<file path="config.mk">
export PLATFORM = sky130hd
export DESIGN_NAME = eri_symmetry_index_decode
export DESIGN_NICKNAME = d
export VERILOG_FILES = /design/src/rtl/core/esid_pkg.sv /design/src/rtl/core/eri_symmetry_index_decode.sv
export SDC_FILE = /design/constraint.sdc
export NUM_CORES = 2
export LEC_CHECK = 0
export ABC_AREA = 1
export BUFFER_PORTS_ARGS = -buffer_cell sky130_fd_sc_hd__buf_2
export CAP_MARGIN = 20
export CORE_MARGIN = 8
export CORE_UTILIZATION = 61
export CTS_BUF_LIST = sky130_fd_sc_hd__clkbuf_2
export CTS_CLUSTER_DIAMETER = 40
export CTS_CLUSTER_SIZE = 20
export DETAILED_ROUTE_END_ITERATION = 16
export PLACE_DENSITY = 0.92
export SYNTH_ARGS = -nofsm -noshare
export SYNTH_HDL_FRONTEND = slang
export SYNTH_SLANG_ARGS = --single-unit
</file>
<file path="constraint.sdc">
create_clock -name clk_i -period 22.9 [get_ports clk_i]
set_input_delay 0 -clock clk_i [delete_from_list [all_inputs] [get_ports clk_i]]
set_output_delay 0 -clock clk_i [all_outputs]
set_load 0.01 [all_outputs]
</file>
<file path="src/rtl/core/esid_pkg.sv">
// Shared types, constants and arithmetic steps of the symmetry index decoder.
`default_nettype none
package esid_pkg;

  localparam int unsigned MAX_DIM      = 1024;
  localparam int unsigned DIM_W        = 11;
  localparam int unsigned STEPS        = 3;   // root digits resolved per stage
  localparam int unsigned BIG_STAGES   = 7;   // 21 digits of a 42-bit radicand
  localparam int unsigned SMALL_STAGES = 4;   // 12 digits of a 24-bit radicand
  localparam int unsigned NUM_STAGES   = BIG_STAGES + SMALL_STAGES + 3;

  localparam logic REG_MATRIX_DIM    = 1'b0;
  localparam logic REG_SYMMETRY_MODE = 1'b1;

  // Operand codes 0 = i, 1 = j, 2 = k, 3 = l; entry = {row, col}.
  localparam logic [3:0] SEL_TABLE [32] = '{
    4'd1,  4'd4,  4'd1,  4'd4,  4'd11, 4'd14, 4'd11, 4'd14,
    4'd11, 4'd11, 4'd14, 4'd14, 4'd1,  4'd1,  4'd4,  4'd4,
    4'd9,  4'd8,  4'd13, 4'd12, 4'd3,  4'd2,  4'd7,  4'd6,
    4'd3,  4'd7,  4'd2,  4'd6,  4'd9,  4'd13, 4'd8,  4'd12
  };

  typedef struct packed {
    logic [23:0] rem;
    logic [20:0] root;
  } sq_t;

  typedef struct packed {
    logic [19:0] root_idx;
    logic [19:0] rest;
  } split_t;

  // One digit of the restoring square root.
  function automatic sq_t sq_step(input sq_t cur, input logic [1:0] pair);
    sq_t         nxt;
    logic [23:0] acc;
    logic [23:0] trial;
    acc   = {cur.rem[21:0], pair};
    trial = {1'b0, cur.root, 2'b01};
    if (acc >= trial) begin
      nxt.rem  = acc - trial;
      nxt.root = {cur.root[19:0], 1'b1};
    end else begin
      nxt.rem  = acc;
      nxt.root = {cur.root[19:0], 1'b0};
    end
    return nxt;
  endfunction

  // From s = isqrt(8x+1) and its remainder, form the triangular root of x
  // and what is left of x above the triangular number.
  function automatic split_t tri_split(input sq_t sq);
    split_t      res;
    logic [20:0] sm1;
    logic [24:0] sum;
    sm1 = sq.root - 21'd1;
    sum = {1'b0, sq.rem} + {3'b000, sq.root, 1'b0} - 25'd1;
    res.root_idx = sm1[20:1];
    res.rest     = sq.root[0] ? sq.rem[22:3] : sum[22:3];
    return res;
  endfunction

endpackage
`default_nettype wire

</file>
<file path="src/rtl/core/eri_symmetry_index_decode.sv">
// Pipelined pair-of-pairs index decoder with eightfold symmetry selection.
//
// The input channel carries one packed index per beat, packed_low plus
// packed_high times two to the 31. The block takes its triangular root to
// get the pair indices ij and kl, splits each again into i,j and k,l, and
// returns row * matrix_dim + col for the row and column that symmetry_mode
// picks, together with a flag when any of i, j, k, l is not below the
// dimension (the flat index then reads zero). matrix_dim saturates at 1024.
// A new beat is taken every cycle unless the output stalls. The pipe has
// seven stages of a 21-digit square root, a split stage, four stages of
// two 12-digit roots in parallel, a decode stage and the multiply-add
// output register, three root digits per stage. All stages move together;
// when the output holds a beat and the receiver stalls, the whole pipe
// freezes and in_stall_o rises, so nothing is lost or repeated. Reset
// empties the pipe and loads matrix_dim = 1 and symmetry_mode = 0. The user
// must write configuration only while the pipe is empty; the block does not enforce it.
`default_nettype none
module eri_symmetry_index_decode (
  input  wire logic        clk_i,
  input  wire logic        rst_ni,
  input  wire logic        cfg_we_i,
  input  wire logic        cfg_idx_i,
  input  wire logic [10:0] cfg_wdata_i,
  input  wire logic        in_valid_i,
  output logic             in_stall_o,
  input  wire logic [30:0] packed_low_i,
  input  wire logic [6:0]  packed_high_i,
  output logic             out_valid_o,
  input  wire logic        out_stall_i,
  output logic [19:0]      flat_index_o,
  output logic             out_of_range_o
);

  typedef struct packed {
    logic [41:0]      n;
    esid_pkg::sq_t    sq;
  } big_t;

  typedef struct packed {
    logic [23:0]      n;
    esid_pkg::sq_t    sq;
  } small_t;

  logic [10:0] matrix_dim_q;
  logic [4:0]  symmetry_mode_q;
  logic [esid_pkg::NUM_STAGES-1:0] vld_q;
  logic        en;

  big_t   big_q [esid_pkg::BIG_STAGES];
  esid_pkg::split_t mid_q;
  small_t sm_q  [esid_pkg::SMALL_STAGES][2];
  logic [10:0] idx_q [4];
  logic        bad_q;
  logic [19:0] flat_q;
  logic        oor_q;

  // The whole pipe advances unless a finished beat waits at the output.
  assign en         = !(vld_q[esid_pkg::NUM_STAGES-1] && out_stall_i);
  assign in_stall_o = !en;

  always_ff @(posedge clk_i or negedge rst_ni) begin
    if (!rst_ni) begin
      matrix_dim_q    <= 11'd1;
      symmetry_mode_q <= 5'd0;
    end else if (cfg_we_i) begin
      unique case (cfg_idx_i)
        esid_pkg::REG_MATRIX_DIM:    matrix_dim_q    <= cfg_wdata_i;
        esid_pkg::REG_SYMMETRY_MODE: symmetry_mode_q <= cfg_wdata_i[4:0];
        default:                     matrix_dim_q    <= matrix_dim_q;
      endcase
    end
  end

  always_ff @(posedge clk_i or negedge rst_ni) begin
    if (!rst_ni) begin
      vld_q <= '0;
    end else if (en) begin
      vld_q <= {vld_q[esid_pkg::NUM_STAGES-2:0], in_valid_i};
    end
  end

  // Main root: radicand 8v+1 with v up to 38 bits.
  for (genvar g = 0; g < esid_pkg::BIG_STAGES; g++) begin : g_big
    big_t src;
    big_t nxt;
    if (g == 0) begin : g_first
      assign src = '{n: {1'b0, packed_high_i, packed_low_i, 3'b001}, sq: '0};
    end else begin : g_rest
      assign src = big_q[g-1];
    end
    always_comb begin
      nxt = src;
      for (int t = 0; t < esid_pkg::STEPS; t++) begin
        nxt.sq = esid_pkg::sq_step(nxt.sq, nxt.n[41:40]);
        nxt.n  = {nxt.n[39:0], 2'b00};
      end
    end
    always_ff @(posedge clk_i) begin
      if (en) begin
        big_q[g] <= nxt;
      end
    end
  end

  always_ff @(posedge clk_i) begin
    if (en) begin
      mid_q <= esid_pkg::tri_split(big_q[esid_pkg::BIG_STAGES-1].sq);
    end
  end

  // mid_q.root_idx is ij, mid_q.rest is kl; both lanes get their own root.
  for (genvar g = 0; g < esid_pkg::SMALL_STAGES; g++) begin : g_small
    for (genvar h = 0; h < 2; h++) begin : g_lane
      small_t src;
      small_t nxt;
      if (g == 0) begin : g_first
        assign src = '{n: {1'b0, (h == 0) ? mid_q.root_idx : mid_q.rest, 3'b001},
                       sq: '0};
      end else begin : g_rest
        assign src = sm_q[g-1][h];
      end
      always_comb begin
        nxt = src;
        for (int t = 0; t < esid_pkg::STEPS; t++) begin
          nxt.sq = esid_pkg::sq_step(nxt.sq, nxt.n[23:22]);
          nxt.n  = {nxt.n[21:0], 2'b00};
        end
      end
      always_ff @(posedge clk_i) begin
        if (en) begin
          sm_q[g][h] <= nxt;
        end
      end
    end
  end

  // Decode stage: i, j, k, l and the range check against the saturated dim.
  logic [10:0]      dim_eff;
  esid_pkg::split_t sp_ij;
  esid_pkg::split_t sp_kl;
  logic [10:0]      idx_d [4];
  logic             bad_d;

  assign dim_eff = (matrix_dim_q > 11'(esid_pkg::MAX_DIM)) ? 11'(esid_pkg::MAX_DIM)
                                                           : matrix_dim_q;

  always_comb begin
    sp_ij    = esid_pkg::tri_split(sm_q[esid_pkg::SMALL_STAGES-1][0].sq);
    sp_kl    = esid_pkg::tri_split(sm_q[esid_pkg::SMALL_STAGES-1][1].sq);
    idx_d[0] = sp_ij.root_idx[10:0];
    idx_d[1] = sp_ij.rest[10:0];
    idx_d[2] = sp_kl.root_idx[10:0];
    idx_d[3] = sp_kl.rest[10:0];
    bad_d    = (idx_d[0] >= dim_eff) || (idx_d[1] >= dim_eff) ||
               (idx_d[2] >= dim_eff) || (idx_d[3] >= dim_eff);
  end

  always_ff @(posedge clk_i) begin
    if (en) begin
      idx_q <= idx_d;
      bad_q <= bad_d;
    end
  end

  // Output stage: pick row and column, multiply-add into the flat index.
  logic [3:0]  sel;
  logic [22:0] flat_full;

  always_comb begin
    sel       = esid_pkg::SEL_TABLE[symmetry_mode_q];
    flat_full = 23'(idx_q[sel[3:2]] * dim_eff) + {12'd0, idx_q[sel[1:0]]};
  end

  always_ff @(posedge clk_i) begin
    if (en) begin
      flat_q <= bad_q ? 20'd0 : flat_full[19:0];
      oor_q  <= bad_q;
    end
  end

  assign out_valid_o    = vld_q[esid_pkg::NUM_STAGES-1];
  assign flat_index_o   = flat_q;
  assign out_of_range_o = oor_q;

endmodule
`default_nettype wire
</file>
==> flow_metrics.env <==
export IMPL_htreeDepth=3
export IMPL_clock_skew_ns=0.259
export IMPL_netlist_instances=10592
export IMPL_dr_first_iter_drc_count=7634
export IMPL_yosys_warnings=0
export IMPL_clk_pin_slew_ns=0.24
export IMPL_track_usage=0.308
export IMPL_final_area_um2=79400
export IMPL_setup_worst_path_class="reg2reg"
export IMPL_slew_headroom=0.248
export IMPL_core_um2=121000
export IMPL_fmax_mhz=107
export IMPL_end_kind="flip-flop"
export IMPL_drc=0
export IMPL_setup_violations=0
export IMPL_routed_wl_um=214000
export IMPL_cts_root_buf="clkbuf_2"
export IMPL_cp_max_fo=28
export IMPL_status="complete, no violations"
export IMPL_fin_nets=11576
export IMPL_io_pins=78
export IMPL_seq_area_frac_synth=0.301
export IMPL_routed_via_density=5.80
export IMPL_place_congestion=1.02
export IMPL_dr_pass1_iters=9
export IMPL_yosysTopAreaCellShare=0.291
export IMPL_crit_arrival_ns=10.63
export IMPL_io_buffer_count=77
export IMPL_grt_max_degree=181
export IMPL_fin_crit_ns=9.36
export IMPL_dpl_hpwl_um=165000
export IMPL_fin_setup_tns_ns=0
export IMPL_grt_pass1_wl_um=341000
export IMPL_syn_area_um2=74300
export IMPL_hold_viol=0
export IMPL_required_ns=24.17
export IMPL_ys_seq_elements=750
export IMPL_synth_edff_count=720
export IMPL_start_util=0.612
export IMPL_clockBufferDepth=3
export IMPL_register_area_um2=22400
export IMPL_ctsHoldBuffers=178
export IMPL_synth_fp_nets=11332
export IMPL_clock_sinks=750
export IMPL_clk_latency_ns=1.65
export IMPL_yosys_area_top_type="edfxtp_1"
export IMPL_hp_class="in2reg"
export IMPL_vias=72810
export IMPL_fin_crit_sh=0.409
export IMPL_syn_to_final_growth_pct=6.83
export IMPL_async_reset_ff_frac=0.0400
export IMPL_multiInputGateArea_um2=44900
export IMPL_ant_nets=0
export IMPL_numCtsBuffers=103
export IMPL_synth_common_cells="2951 x nand2_1, 1612 x inv_1, 1079 x nor2_1"
export IMPL_synth_area_leaders="edfxtp_1 29%, nand2_1 15%, ha_1 10%"
export IMPL_critPathMaxStageDelay_ns=0.85
export IMPL_startpoint_type="flip-flop"
export IMPL_cts_tree="done"
export IMPL_num_fill_cells=10499
export IMPL_postPlaceCellArea_um2=76100
export IMPL_first_global_vias=68550
export IMPL_tightestPinTransition_ns=1.13
export IMPL_synth_flop_cell="edfxtp_1"
export IMPL_die_w_um=365
export IMPL_drive_above_1_share=0.0569
export IMPL_worst_path_max_delay_cell="inv_1"
export IMPL_fp_row_count=128
export IMPL_grt_overflow_total=0
export IMPL_die_y_um=365
export IMPL_antenna_found_initial=7
export IMPL_drv_slew=0
export IMPL_synth_area_per_cell_um2=7.02
export IMPL_die_area_um2=133000
export IMPL_ys_types=79
export IMPL_routedWlPerCell_um=17.0
export IMPL_drv_cap=0
export IMPL_post_cts_setup_buffer_count=0
export IMPL_synth_most_common_cell="nand2_1"
export IMPL_rsz0062_at_grt="false"
export IMPL_cts_resized_gates=0
-- metal layers --
layer | GRT usage | vias to the layer above | wire (µm)
li1 | - | 35310 | -
met1 | 0.388 | 33161 | 85800
met2 | 0.522 | 3569 | 99900
met3 | 0.0495 | 766 | 17500
met4 | 0.139 | 4 | 10400
met5 | 0 | - | 28
-- flip-flops by register name, summed over array words and instances (netlist names) --
signal	flops
out_of_range_o	1
flat_index_o	20
symmetry_mode_q	5
big_q	345
vld_q	14
idx_q	44
bad_q	1
matrix_dim_q	11
g_small.g_lane.nxt	30
sm_q	269
g_small.g_lane.src	10
-- final timing paths --
check	from	depth (start not counted)	slack, ns	end
hold / removal	packed_low_i[17]	4	0.16	big_q[0][65]$_DFFE_PN_
setup / recovery	big_q[5][3]$_DFFE_PN_	37	13.54	big_q[6][25]$_DFFE_PN_
min in group asynchronous	rst_ni	6	0.56	symmetry_mode_q[4]$_DFFE_PN0P_
max in group asynchronous	rst_ni	6	22.09	vld_q[5]$_DFFE_PN0N_
setup reg to reg	big_q[5][3]$_DFFE_PN_	37	13.54	big_q[6][25]$_DFFE_PN_
hold reg to reg	big_q[4][7]$_DFFE_PN_	0	0.37	big_q[5][10]$_DFFE_PN_
-- layout by cell type, fill, tap and decap left out, types with 41 or more instances in the layout --
master	count
ha_1	595
nand2_1	2950
nor3_1	110
nand3_2	41
o21ai_0	541
fa_1	90
or2_2	43
dlygate4sd3_1	177
nand3_1	776
nand4_1	226
nand3b_1	88
xor2_1	269
clkbuf_2	105
a21oi_1	528
buf_2	77
xnor2_1	158
edfxtp_1	720
inv_1	1612
nor2_1	1079
nand2_2	66
nor2_2	60
-- cell families (layout without fill, tap and decap cells) --
| family | count (synthesis) | count (layout) | share of synthesized area |
|---|---|---|---|
| compound gates | 1372 | 1372 | 0.103 |
| xor+xnor | 429 | 429 | 0.0507 |
| fa+ha+maj | 685 | 685 | 0.124 |
| buf+inv | 1792 | 2125 | 0.0946 |
| flops | 750 | 750 | 0.301 |
| mux | 8 | 8 | 0.00114 |
| other cells | 0 | 9 | 0 |
| simple gates | 5556 | 5556 | 0.326 |
-- through the flow --
stage	cells	utilization	worst slack, ns	hold WS (ns)
floorplan	10592	-	1.25	-0.296
global placement	12176	0.627	14.27	0.0445
detailed placement	12176	0.627	14.01	0.0572
CTS	12548	0.653	13.78	0.00101
global route	12558	0.654	12.88	0.0511
finish	12559	0.654	13.54	0.159
-- cell type report --
type / instances / area share
multi-input combinational: 8050 / 0.566
sequential: 750 / 0.282
inverter: 1662 / 0.0787
timing repair buffer: 269 / 0.0293
tap: 1625 / 0.0256
clock inverter: 89 / 0.0118
clock buffer: 105 / 0.00662
antenna: 9 / 0.000284
-- critical path: cells and delay by family, from the launching register on --
kind / cells / cell delay, ns
AND/OR/NAND/NOR: 16 / 2.77
buffers and inverters: 8 / 2.38
AO/OA/AOI/OAI: 10 / 2.34
adder cells (fa/ha/maj): 3 / 1.06
flip-flops: 1 / 0.43
Power is not shown: default switching activity piles up to over one toggle a cycle in this logic, so the estimate is an artifact.
